--- config.mk ---
export PLATFORM = sky130hd
export DESIGN_NAME = indexed_deque_list_flat
export DESIGN_NICKNAME = d
export VERILOG_FILES = /design/src/rtl/idl_pkg.sv /design/src/rtl/idl_channels.sv /design/src/rtl/idl_ram.sv /design/src/rtl/idl_ctrl.sv /design/src/rtl/idl_dpath.sv /design/src/rtl/indexed_deque_list.sv /design/src/flat_wrapper.sv
export SDC_FILE = /design/constraint.sdc
export NUM_CORES = 1
export LEC_CHECK = 0
export BUFFER_PORTS_ARGS = -buffer_cell sky130_fd_sc_hd__buf_2
export CAP_MARGIN = 10
export CORE_ASPECT_RATIO = 0.6
export CORE_MARGIN = 4
export CORE_UTILIZATION = 45
export CTS_BUF_LIST = sky130_fd_sc_hd__clkbuf_8
export CTS_CLUSTER_SIZE = 12
export DETAILED_ROUTE_END_ITERATION = 7
export PLACE_DENSITY = 0.71
export SYNTH_ARGS = -nofsm -noshare
export SYNTH_HDL_FRONTEND = slang
export SYNTH_SLANG_ARGS = --single-unit
--- constraint.sdc ---
create_clock -name clock -period 4.7 [get_ports clock]
set_clock_uncertainty 0.15 [all_clocks]
set_input_delay 0.94 -clock clock [delete_from_list [all_inputs] [get_ports clock]]
set_output_delay 0.94 -clock clock [all_outputs]
set_load 0.005 [all_outputs]
--- src/rtl/idl_pkg.sv ---
// -----------------------------------------------------------------------------
// Indexed deque list package
// Shared widths, command and status codes, controller states and the
// command/status bundles between controller and datapath.
// -----------------------------------------------------------------------------
package idl_pkg;

   localparam int OPCODE_W = 3;
   localparam int POS_W    = 5;
   localparam int VALUE_W  = 32;
   localparam int STATUS_W = 2;
   localparam int OCC_W    = 5;

   typedef enum logic [OPCODE_W-1:0] {
      OP_ADD_FRONT     = 3'd0,
      OP_ADD_REAR      = 3'd1,
      OP_REMOVE_FRONT  = 3'd2,
      OP_REMOVE_REAR   = 3'd3,
      OP_INSERT_BEFORE = 3'd4,
      OP_DELETE_AT     = 3'd5
   } opcode_type;

   typedef enum logic [STATUS_W-1:0] {
      ST_OK        = 2'd0,
      ST_UNDERFLOW = 2'd1,
      ST_RANGE     = 2'd2,
      ST_FULL      = 2'd3
   } status_type;

   typedef enum logic [1:0] {
      S_IDLE   = 2'd0,
      S_MOVE   = 2'd1,
      S_FINISH = 2'd2
   } state_type;

   // controller -> datapath
   typedef struct packed {
      logic load;    // latch and decode the accepted command
      logic move;    // run the element shift
      logic commit;  // place, update count, present the result
   } dp_cmd_type;

   // datapath -> controller
   typedef struct packed {
      logic move_done;  // no more reads to issue
      logic out_free;   // result register can take a new result
   } dp_stat_type;

endpackage

--- src/rtl/idl_channels.sv ---
// -----------------------------------------------------------------------------
// Indexed deque list channels
// Valid/ready interfaces for the command channel and the result channel.
// -----------------------------------------------------------------------------
interface idl_req_if import idl_pkg::*; ();
   logic                valid;
   logic                ready;
   logic [OPCODE_W-1:0] opcode;
   logic [POS_W-1:0]    position;
   logic [VALUE_W-1:0]  value;

   modport source (output valid, output opcode, output position, output value,
                   input ready);
   modport sink (input valid, input opcode, input position, input value,
                 output ready);
endinterface

interface idl_rsp_if import idl_pkg::*; ();
   logic                valid;
   logic                ready;
   logic [VALUE_W-1:0]  removed_value;
   logic [STATUS_W-1:0] status;
   logic [OCC_W-1:0]    occupancy;

   modport source (output valid, output removed_value, output status,
                   output occupancy, input ready);
   modport sink (input valid, input removed_value, input status,
                 input occupancy, output ready);
endinterface

--- src/rtl/idl_ram.sv ---
// -----------------------------------------------------------------------------
// Generic RAM
// One write port, one read port, registered read data.
// -----------------------------------------------------------------------------
module idl_ram #(
   parameter int WIDTH = 8,
   parameter int DEPTH = 16
) (
   input  logic                     clock,
   input  logic                     wr_en,
   input  logic [$clog2(DEPTH)-1:0] wr_addr,
   input  logic [WIDTH-1:0]         wr_data,
   input  logic                     rd_en,
   input  logic [$clog2(DEPTH)-1:0] rd_addr,
   output logic [WIDTH-1:0]         rd_data
);

   logic [WIDTH-1:0] mem_ff [DEPTH];
   logic [WIDTH-1:0] rd_data_ff;

   always_ff @(posedge clock) begin
      if (wr_en) begin
         mem_ff[wr_addr] <= wr_data;
      end
      if (rd_en) begin
         rd_data_ff <= mem_ff[rd_addr];
      end
   end

   assign rd_data = rd_data_ff;

endmodule

--- src/rtl/idl_ctrl.sv ---
// -----------------------------------------------------------------------------
// Indexed deque list controller
// Sequences accept, element shift and result commit for one command.
// -----------------------------------------------------------------------------
module idl_ctrl import idl_pkg::*; (
   input  logic        clock,
   input  logic        reset,
   input  logic        req_valid,
   output logic        req_ready,
   input  dp_stat_type dp_stat,
   output dp_cmd_type  dp_cmd
);

   state_type state_ff;
   state_type state_in;

   always_ff @(posedge clock) begin
      if (reset) begin
         state_ff <= S_IDLE;
      end else begin
         state_ff <= state_in;
      end
   end

   always_comb begin
      state_in = state_ff;
      unique case (state_ff)
         S_IDLE: begin
            if (req_valid) begin
               state_in = S_MOVE;
            end
         end
         S_MOVE: begin
            if (dp_stat.move_done) begin
               state_in = S_FINISH;
            end
         end
         S_FINISH: begin
            if (dp_stat.out_free) begin
               state_in = S_IDLE;
            end
         end
         default: state_in = S_IDLE;
      endcase
   end

   always_comb begin
      req_ready     = 1'b0;
      dp_cmd.load   = 1'b0;
      dp_cmd.move   = 1'b0;
      dp_cmd.commit = 1'b0;
      unique case (state_ff)
         S_IDLE: begin
            req_ready   = 1'b1;
            dp_cmd.load = req_valid;
         end
         S_MOVE: begin
            dp_cmd.move = 1'b1;
         end
         S_FINISH: begin
            dp_cmd.commit = dp_stat.out_free;
         end
         default: ;
      endcase
   end

endmodule

--- src/rtl/idl_dpath.sv ---
// -----------------------------------------------------------------------------
// Indexed deque list datapath
// Command decode, element RAM with shift pipeline, count and result register.
// -----------------------------------------------------------------------------
module idl_dpath import idl_pkg::*; #(
   parameter int DEPTH      = 16,
   parameter int ELEM_WIDTH = 32
) (
   input  logic                clock,
   input  logic                reset,
   input  dp_cmd_type          dp_cmd,
   output dp_stat_type         dp_stat,
   input  logic [OPCODE_W-1:0] req_opcode,
   input  logic [POS_W-1:0]    req_position,
   input  logic [VALUE_W-1:0]  req_value,
   output logic                rsp_valid,
   input  logic                rsp_ready,
   output logic [VALUE_W-1:0]  rsp_removed_value,
   output logic [STATUS_W-1:0] rsp_status,
   output logic [OCC_W-1:0]    rsp_occupancy
);

   localparam int AW  = $clog2(DEPTH);
   localparam int CW  = $clog2(DEPTH + 1);
   localparam int PW  = (CW > POS_W) ? CW : POS_W;
   localparam int PXW = PW + 1;
   localparam int XW  = (ELEM_WIDTH > VALUE_W) ? ELEM_WIDTH : VALUE_W;

   // ---- command decode ----
   logic [CW-1:0]  count_ff, count_in;
   logic [PXW-1:0] pos_x, cnt_x;
   logic [XW-1:0]  value_x;
   logic           full, empty;
   logic           dec_put, dec_take;
   status_type     dec_status;
   logic [CW-1:0]  dec_idx, dec_rem;
   logic [AW-1:0]  dec_src;

   assign pos_x   = PXW'(req_position);
   assign cnt_x   = PXW'(count_ff);
   assign value_x = XW'(req_value);
   assign full    = (count_ff == CW'(DEPTH));
   assign empty   = (count_ff == '0);

   always_comb begin
      dec_put    = 1'b0;
      dec_take   = 1'b0;
      dec_status = ST_OK;
      dec_idx    = '0;
      unique case (opcode_type'(req_opcode))
         OP_ADD_FRONT: begin
            if (full) dec_status = ST_FULL;
            else dec_put = 1'b1;
         end
         OP_ADD_REAR: begin
            if (full) dec_status = ST_FULL;
            else begin
               dec_put = 1'b1;
               dec_idx = count_ff;
            end
         end
         OP_REMOVE_FRONT: begin
            if (empty) dec_status = ST_UNDERFLOW;
            else dec_take = 1'b1;
         end
         OP_REMOVE_REAR: begin
            if (empty) dec_status = ST_UNDERFLOW;
            else begin
               dec_take = 1'b1;
               dec_idx  = count_ff - CW'(1);
            end
         end
         OP_INSERT_BEFORE: begin
            if (pos_x == '0 || pos_x > cnt_x + PXW'(1)) dec_status = ST_RANGE;
            else if (full) dec_status = ST_FULL;
            else begin
               dec_put = 1'b1;
               dec_idx = CW'(pos_x - PXW'(1));
            end
         end
         OP_DELETE_AT: begin
            if (pos_x == '0 || pos_x > cnt_x) dec_status = ST_RANGE;
            else begin
               dec_take = 1'b1;
               dec_idx  = CW'(pos_x - PXW'(1));
            end
         end
         default: ;
      endcase
   end

   assign dec_rem = (dec_put || dec_take) ? (count_ff - dec_idx) : '0;
   assign dec_src = dec_put ? AW'(count_ff - CW'(1)) : AW'(dec_idx);

   // ---- command registers and shift pipeline ----
   logic                  put_ff, put_in, take_ff, take_in;
   status_type            status_ff, status_in;
   logic [AW-1:0]         idx_ff, idx_in;
   logic [ELEM_WIDTH-1:0] val_ff, val_in;
   logic [CW-1:0]         rem_ff, rem_in;
   logic [AW-1:0]         src_ff, src_in;
   logic [AW-1:0]         dst_ff, dst_in;
   logic                  first_ff, first_in;
   logic                  pend_ff, pend_in;
   logic                  pend_first_ff, pend_first_in;
   logic [ELEM_WIDTH-1:0] removed_ff, removed_in;
   logic [XW-1:0]         removed_x;

   logic                  rsp_valid_ff, rsp_valid_in;
   logic [VALUE_W-1:0]    rsp_removed_ff, rsp_removed_in;
   logic [STATUS_W-1:0]   rsp_status_ff, rsp_status_in;
   logic [OCC_W-1:0]      rsp_occ_ff, rsp_occ_in;

   logic                  ram_wr_en, ram_rd_en;
   logic [AW-1:0]         ram_wr_addr;
   logic [ELEM_WIDTH-1:0] ram_wr_data, ram_rd_data;

   assign removed_x = XW'(removed_ff);

   idl_ram #(
      .WIDTH (ELEM_WIDTH),
      .DEPTH (DEPTH)
   ) u_store (
      .clock   (clock),
      .wr_en   (ram_wr_en),
      .wr_addr (ram_wr_addr),
      .wr_data (ram_wr_data),
      .rd_en   (ram_rd_en),
      .rd_addr (src_ff),
      .rd_data (ram_rd_data)
   );

   always_comb begin
      put_in         = put_ff;
      take_in        = take_ff;
      status_in      = status_ff;
      idx_in         = idx_ff;
      val_in         = val_ff;
      rem_in         = rem_ff;
      src_in         = src_ff;
      dst_in         = dst_ff;
      first_in       = first_ff;
      pend_in        = 1'b0;
      pend_first_in  = pend_first_ff;
      removed_in     = removed_ff;
      count_in       = count_ff;
      ram_rd_en      = 1'b0;
      ram_wr_en      = 1'b0;
      ram_wr_addr    = dst_ff;
      ram_wr_data    = ram_rd_data;
      rsp_valid_in   = rsp_valid_ff && !rsp_ready;
      rsp_removed_in = rsp_removed_ff;
      rsp_status_in  = rsp_status_ff;
      rsp_occ_in     = rsp_occ_ff;

      if (dp_cmd.load) begin
         put_in     = dec_put;
         take_in    = dec_take;
         status_in  = dec_status;
         idx_in     = AW'(dec_idx);
         val_in     = value_x[ELEM_WIDTH-1:0];
         rem_in     = dec_rem;
         src_in     = dec_src;
         first_in   = dec_take;
         removed_in = '0;
      end

      if (dp_cmd.move) begin
         // issue the next read; the data lands one place over next cycle
         if (rem_ff != '0) begin
            ram_rd_en     = 1'b1;
            pend_in       = 1'b1;
            pend_first_in = first_ff;
            first_in      = 1'b0;
            dst_in        = put_ff ? (src_ff + AW'(1)) : (src_ff - AW'(1));
            src_in        = put_ff ? (src_ff - AW'(1)) : (src_ff + AW'(1));
            rem_in        = rem_ff - CW'(1);
         end
         // first read of a removal is the element taken out
         if (pend_ff) begin
            if (pend_first_ff) removed_in = ram_rd_data;
            else ram_wr_en = 1'b1;
         end
      end

      if (dp_cmd.commit) begin
         if (put_ff) begin
            ram_wr_en   = 1'b1;
            ram_wr_addr = idx_ff;
            ram_wr_data = val_ff;
            count_in    = count_ff + CW'(1);
         end else if (take_ff) begin
            count_in = count_ff - CW'(1);
         end
         rsp_valid_in   = 1'b1;
         rsp_removed_in = removed_x[VALUE_W-1:0];
         rsp_status_in  = status_ff;
         rsp_occ_in     = OCC_W'(count_in);
      end
   end

   always_ff @(posedge clock) begin
      if (reset) begin
         count_ff     <= '0;
         pend_ff      <= 1'b0;
         rsp_valid_ff <= 1'b0;
      end else begin
         count_ff     <= count_in;
         pend_ff      <= pend_in;
         rsp_valid_ff <= rsp_valid_in;
      end
   end

   always_ff @(posedge clock) begin
      put_ff         <= put_in;
      take_ff        <= take_in;
      status_ff      <= status_in;
      idx_ff         <= idx_in;
      val_ff         <= val_in;
      rem_ff         <= rem_in;
      src_ff         <= src_in;
      dst_ff         <= dst_in;
      first_ff       <= first_in;
      pend_first_ff  <= pend_first_in;
      removed_ff     <= removed_in;
      rsp_removed_ff <= rsp_removed_in;
      rsp_status_ff  <= rsp_status_in;
      rsp_occ_ff     <= rsp_occ_in;
   end

   assign dp_stat.move_done = (rem_ff == '0);
   assign dp_stat.out_free  = !rsp_valid_ff || rsp_ready;

   assign rsp_valid         = rsp_valid_ff;
   assign rsp_removed_value = rsp_removed_ff;
   assign rsp_status        = rsp_status_ff;
   assign rsp_occupancy     = rsp_occ_ff;

endmodule

--- src/rtl/indexed_deque_list.sv ---
// -----------------------------------------------------------------------------
// Indexed deque list
// Ordered list of up to DEPTH elements with front/rear add and remove and
// 1-based insert-before / delete-at, one result per command.
// -----------------------------------------------------------------------------
//
//   channel    direction  handshake     payload
//   req_port   in         valid/ready   opcode, position, value
//   rsp_port   out        valid/ready   removed_value, status, occupancy
//
// Reads: n = count - index element RAM reads per command (the removed
//   element and every element that moves one place, 0 when none moves), one
//   read a cycle; a front remove on a full list is the worst, with DEPTH reads.
// Reset: clears the controller, the count and the result register; the
//   element RAM is not cleared and needs no pass.
// Stalls: the next command is accepted while a result waits and holds in its
//   final step until the waiting result is transferred.
//
module indexed_deque_list import idl_pkg::*; #(
   parameter int DEPTH      = 16,
   parameter int ELEM_WIDTH = 32
) (
   input logic       clock,
   input logic       reset,
   idl_req_if.sink   req_port,
   idl_rsp_if.source rsp_port
);

   dp_cmd_type  dp_cmd;
   dp_stat_type dp_stat;

   // sequence accept, shift and commit
   idl_ctrl u_ctrl (
      .clock     (clock),
      .reset     (reset),
      .req_valid (req_port.valid),
      .req_ready (req_port.ready),
      .dp_stat   (dp_stat),
      .dp_cmd    (dp_cmd)
   );

   // decode, hold elements, shift and build the result
   idl_dpath #(
      .DEPTH      (DEPTH),
      .ELEM_WIDTH (ELEM_WIDTH)
   ) u_dpath (
      .clock             (clock),
      .reset             (reset),
      .dp_cmd            (dp_cmd),
      .dp_stat           (dp_stat),
      .req_opcode        (req_port.opcode),
      .req_position      (req_port.position),
      .req_value         (req_port.value),
      .rsp_valid         (rsp_port.valid),
      .rsp_ready         (rsp_port.ready),
      .rsp_removed_value (rsp_port.removed_value),
      .rsp_status        (rsp_port.status),
      .rsp_occupancy     (rsp_port.occupancy)
   );

endmodule

--- src/flat_wrapper.sv ---
// flat-port wrapper written by rule: the top's interface ports become plain ports
module indexed_deque_list_flat import idl_pkg::*;
#(
   parameter int DEPTH      = 16,
   parameter int ELEM_WIDTH = 32
)
  (clock, reset, req_port_valid, req_port_opcode, req_port_position, req_port_value, req_port_ready, rsp_port_valid, rsp_port_removed_value, rsp_port_status, rsp_port_occupancy, rsp_port_ready);
  idl_req_if req_port_i ();
  idl_rsp_if rsp_port_i ();
  input logic clock;
  input logic reset;
  input wire logic [$bits(req_port_i.valid)-1:0] req_port_valid;
  input wire logic [$bits(req_port_i.opcode)-1:0] req_port_opcode;
  input wire logic [$bits(req_port_i.position)-1:0] req_port_position;
  input wire logic [$bits(req_port_i.value)-1:0] req_port_value;
  output wire logic [$bits(req_port_i.ready)-1:0] req_port_ready;
  output wire logic [$bits(rsp_port_i.valid)-1:0] rsp_port_valid;
  output wire logic [$bits(rsp_port_i.removed_value)-1:0] rsp_port_removed_value;
  output wire logic [$bits(rsp_port_i.status)-1:0] rsp_port_status;
  output wire logic [$bits(rsp_port_i.occupancy)-1:0] rsp_port_occupancy;
  input wire logic [$bits(rsp_port_i.ready)-1:0] rsp_port_ready;
  assign req_port_i.valid = req_port_valid;
  assign req_port_i.opcode = req_port_opcode;
  assign req_port_i.position = req_port_position;
  assign req_port_i.value = req_port_value;
  assign req_port_ready = req_port_i.ready;
  assign rsp_port_valid = rsp_port_i.valid;
  assign rsp_port_removed_value = rsp_port_i.removed_value;
  assign rsp_port_status = rsp_port_i.status;
  assign rsp_port_occupancy = rsp_port_i.occupancy;
  assign rsp_port_i.ready = rsp_port_ready;
  indexed_deque_list #(.DEPTH(DEPTH), .ELEM_WIDTH(ELEM_WIDTH)) u_core (.clock(clock), .reset(reset), .req_port(req_port_i), .rsp_port(rsp_port_i));
endmodule
==> impl_metrics.env <==
export IMPL_peakVddDrop_mv=0.282
export IMPL_crit_fanout=7
export IMPL_antenna_found_initial=1
export IMPL_grt_overflow=0
export IMPL_finalSetupViolations=0
export IMPL_cts_setup_buffers=0
export IMPL_drive_above_1_share_pct=21.8
export IMPL_vias_per_cell=5.69
export IMPL_cp_required_ns=5.11
export IMPL_slew_headroom_pct=20.5
export IMPL_fin_crit_sh_pct=91.8
export IMPL_maxCapViolations=0
export IMPL_gp_congestion=0.841
export IMPL_clock_sinks=679
export IMPL_nNetsFinal=1784
export IMPL_tns_ns=0
export IMPL_instances_no_fill=2567
export IMPL_cp_start_kind="register"
export IMPL_wire_per_inst_um=24.0
export IMPL_die_area_sq_um=63400
export IMPL_cts_root_buf="clkbuf_8"
export IMPL_mostFrequentLayoutCell="edfxtp_1"
export IMPL_fin_ws_ns=0.387
export IMPL_holdBufCountCts=0
export IMPL_final_cell_mix="edfxtp_1 (628), nand2_1 (149), mux2i_1 (125)"
export IMPL_clock_latency_ns=0.71
export IMPL_ios=85
export IMPL_cts_resized=0
export IMPL_min_path_type="in2reg"
export IMPL_synth_nets=1637
export IMPL_initial_core_util_pct=46.0
export IMPL_place_inst=2390
export IMPL_htree_levels=3
export IMPL_cts_buffer_depth=3
export IMPL_place_area_sq_um=28200
export IMPL_fmax_mhz=232
export IMPL_leakagePower_uw=0.0104
export IMPL_drt_first_pass_iters=5
export IMPL_place_hpwl_um=35900
export IMPL_ys_flop_type="edfxtp_1"
export IMPL_synth_warnings=0
export IMPL_fill_cells=4685
export IMPL_drc=0
export IMPL_syn_area_per_cell_sq_um=17.0
export IMPL_status="complete, no violations"
export IMPL_critPathKind="reg2reg"
export IMPL_endpoint_kind="register"
export IMPL_die_w_um=322
export IMPL_port_buffers=84
export IMPL_cp_arrival_ns=4.72
export IMPL_slew_viol_final=0
export IMPL_ant_nets=0
export IMPL_die_h_um=197
export IMPL_regArea_sq_um=19900
export IMPL_final_hold_viol_count=0
export IMPL_synthCells=1571
export IMPL_syn_area_sq_um=26700
export IMPL_vias=14600
export IMPL_dp_slack_ns=0.447
export IMPL_rows=68
export IMPL_synth_edf_count=628
export IMPL_yosys_register_bits=679
export IMPL_worst_pin_slew_ns=1.19
export IMPL_ys_async_sr_fraction_pct=0
export IMPL_grt_pass1_wl_um=92800
export IMPL_grt_usage_pct=19.5
export IMPL_routed_wl_um=61600
export IMPL_rsz0062_at_grt="false"
export IMPL_synth_distinct_cells=62
export IMPL_grt_max_degree=63
export IMPL_period_minus_slack_ns=4.31
export IMPL_powerDensity_nw_per_um2=537
export IMPL_multiInputGateArea_sq_um=6460
export IMPL_area_delta_synth_final_pct=12.9
export IMPL_fp_coreArea_sq_um=58000
export IMPL_drt_initial_drc_count=1425
export IMPL_clk_pin_slew_ns=0.07
export IMPL_fin_area_sq_um=30100
export IMPL_cts_buffers=96
export IMPL_grt_pass1_vias=15000
export IMPL_cts_tree="done"
export IMPL_seq_area_frac_synth_pct=74.5
-- routing by layer --
layer,global-route usage (%),vias up,part of all wire [%]
li1,-,6444,-
met1,29.5,7486,46
met2,28.3,597,44
met3,4.73,92,8.2
met4,5.52,0,2.0
met5,0,-,0
-- logic make-up after synthesis --
logic type,Yosys count,share of synthesized area [%]
muxes,227,11.7
adders and majority gates,22,1.06
buffers and inverters,107,1.80
xor gates and xnor gates,20,0.657
and+or+nand+nor,308,5.04
DFF,679,74.5
AOI/OAI and AO/OA,208,5.21
-- path summary, 6_finish.rpt --
check	from	end	slack, ns	cells after the start
min reg2reg	u_core.u_dpath.removed_ff[5]$_DFF_P_	u_core.u_dpath.rsp_removed_value[5]$_DFFE_PP_	0.27	0
max reg2reg	u_core.u_dpath.count_ff[0]$_SDFFE_PP0P_	u_core.u_dpath.rem_ff[4]$_DFF_P_	0.39	18
max	u_core.u_dpath.count_ff[0]$_SDFFE_PP0P_	u_core.u_dpath.rem_ff[4]$_DFF_P_	0.39	18
min	req_port_value[27]	u_core.u_dpath.val_ff[27]$_DFFE_PP_	0.26	1
-- worst max-delay path: stages (launching register included) --
cell and delay (ns):
dfxtp_1 0.52, ha_1 0.28, nand3_1 0.11, xnor2_1 0.19
ha_1 0.35, nand3_2 0.10, o21bai_1 0.18, a31oi_2 0.40
nor3_2 0.10, a21oi_2 0.27, o21ai_0 0.18, ha_1 0.25
fa_1 0.43, inv_1 0.08, a21o_1 0.10, a21oi_1 0.08
xnor2_1 0.17, xnor2_1 0.14, o21ai_0 0.09
-- synthesized netlist by cell type (all sizes together) (2+ instances only) --
cell	instances	area, sq um
edfxtp	628	18900
nand2	151	567
mux2i	125	1250
nor2	73	277
mux4	64	1440
a21oi	55	279
dfxtp	51	1020
o21ai	46	241
nand3	43	220
buf	41	231
mux2	38	428
a22oi	37	278
clkbuf	37	139
a221oi	32	280
inv	29	109
ha	21	263
xnor2	17	149
a31oi	10	68.8
nor3	9	55.1
nand2b	6	37.5
nor2b	6	37.5
nor4	5	31.3
a211oi	4	30.0
nor3b	4	35.0
o31ai	4	30.0
or3	3	18.8
xor2	3	26.3
a21o	2	15.0
a31o	2	17.5
a32oi	2	17.5
and3	2	12.5
o22a	2	17.5
o22ai	2	12.5
o32ai	2	25.0
-- flip-flops by register name, indices dropped and copies added (netlist names), 4 cells and up --
signal and flops:
u_core.u_dpath.count_ff 5, u_core.u_dpath.dst_ff 4, u_core.u_dpath.idx_ff 4, u_core.u_dpath.rem_ff 5, u_core.u_dpath.removed_ff 32, u_core.u_dpath.rsp_occupancy 5
u_core.u_dpath.rsp_removed_value 32, u_core.u_dpath.src_ff 4, u_core.u_dpath.u_store.mem_ff 512, u_core.u_dpath.u_store.rd_data 32, u_core.u_dpath.val_ff 32
-- per-stage QoR --
stage	hold slack, ns	utilization [%]	total power (uW)
2_1_floorplan	0.250	-	10600
3_3_place_gp	0.262	48.7	11700
3_5_place_dp	0.268	48.7	11800
4_1_cts	0.206	51.9	16300
5_1_grt	0.206	51.9	16900
6_report	0.264	51.9	16200
-- power by group --
part           total (uW)  internal [uW]  switching [uW]  leakage, uW
registers            7750           7460             296      0.00610
logic                3940           1500            2440      0.00322
clock network        4480           2250            2230      0.00110
-- final cells by class --
cell class,count,area share (%)
Sequential cell,679,66.0
Multi-Input combinational cell,785,21.4
Clock buffer,105,4.80
Tap cell,770,3.20
Timing Repair Buffer,127,2.76
Clock inverter,71,1.38
Inverter,29,0.362
Antenna cell,1,0.00831
No activity file was read; power rests on OpenSTA's default activity.
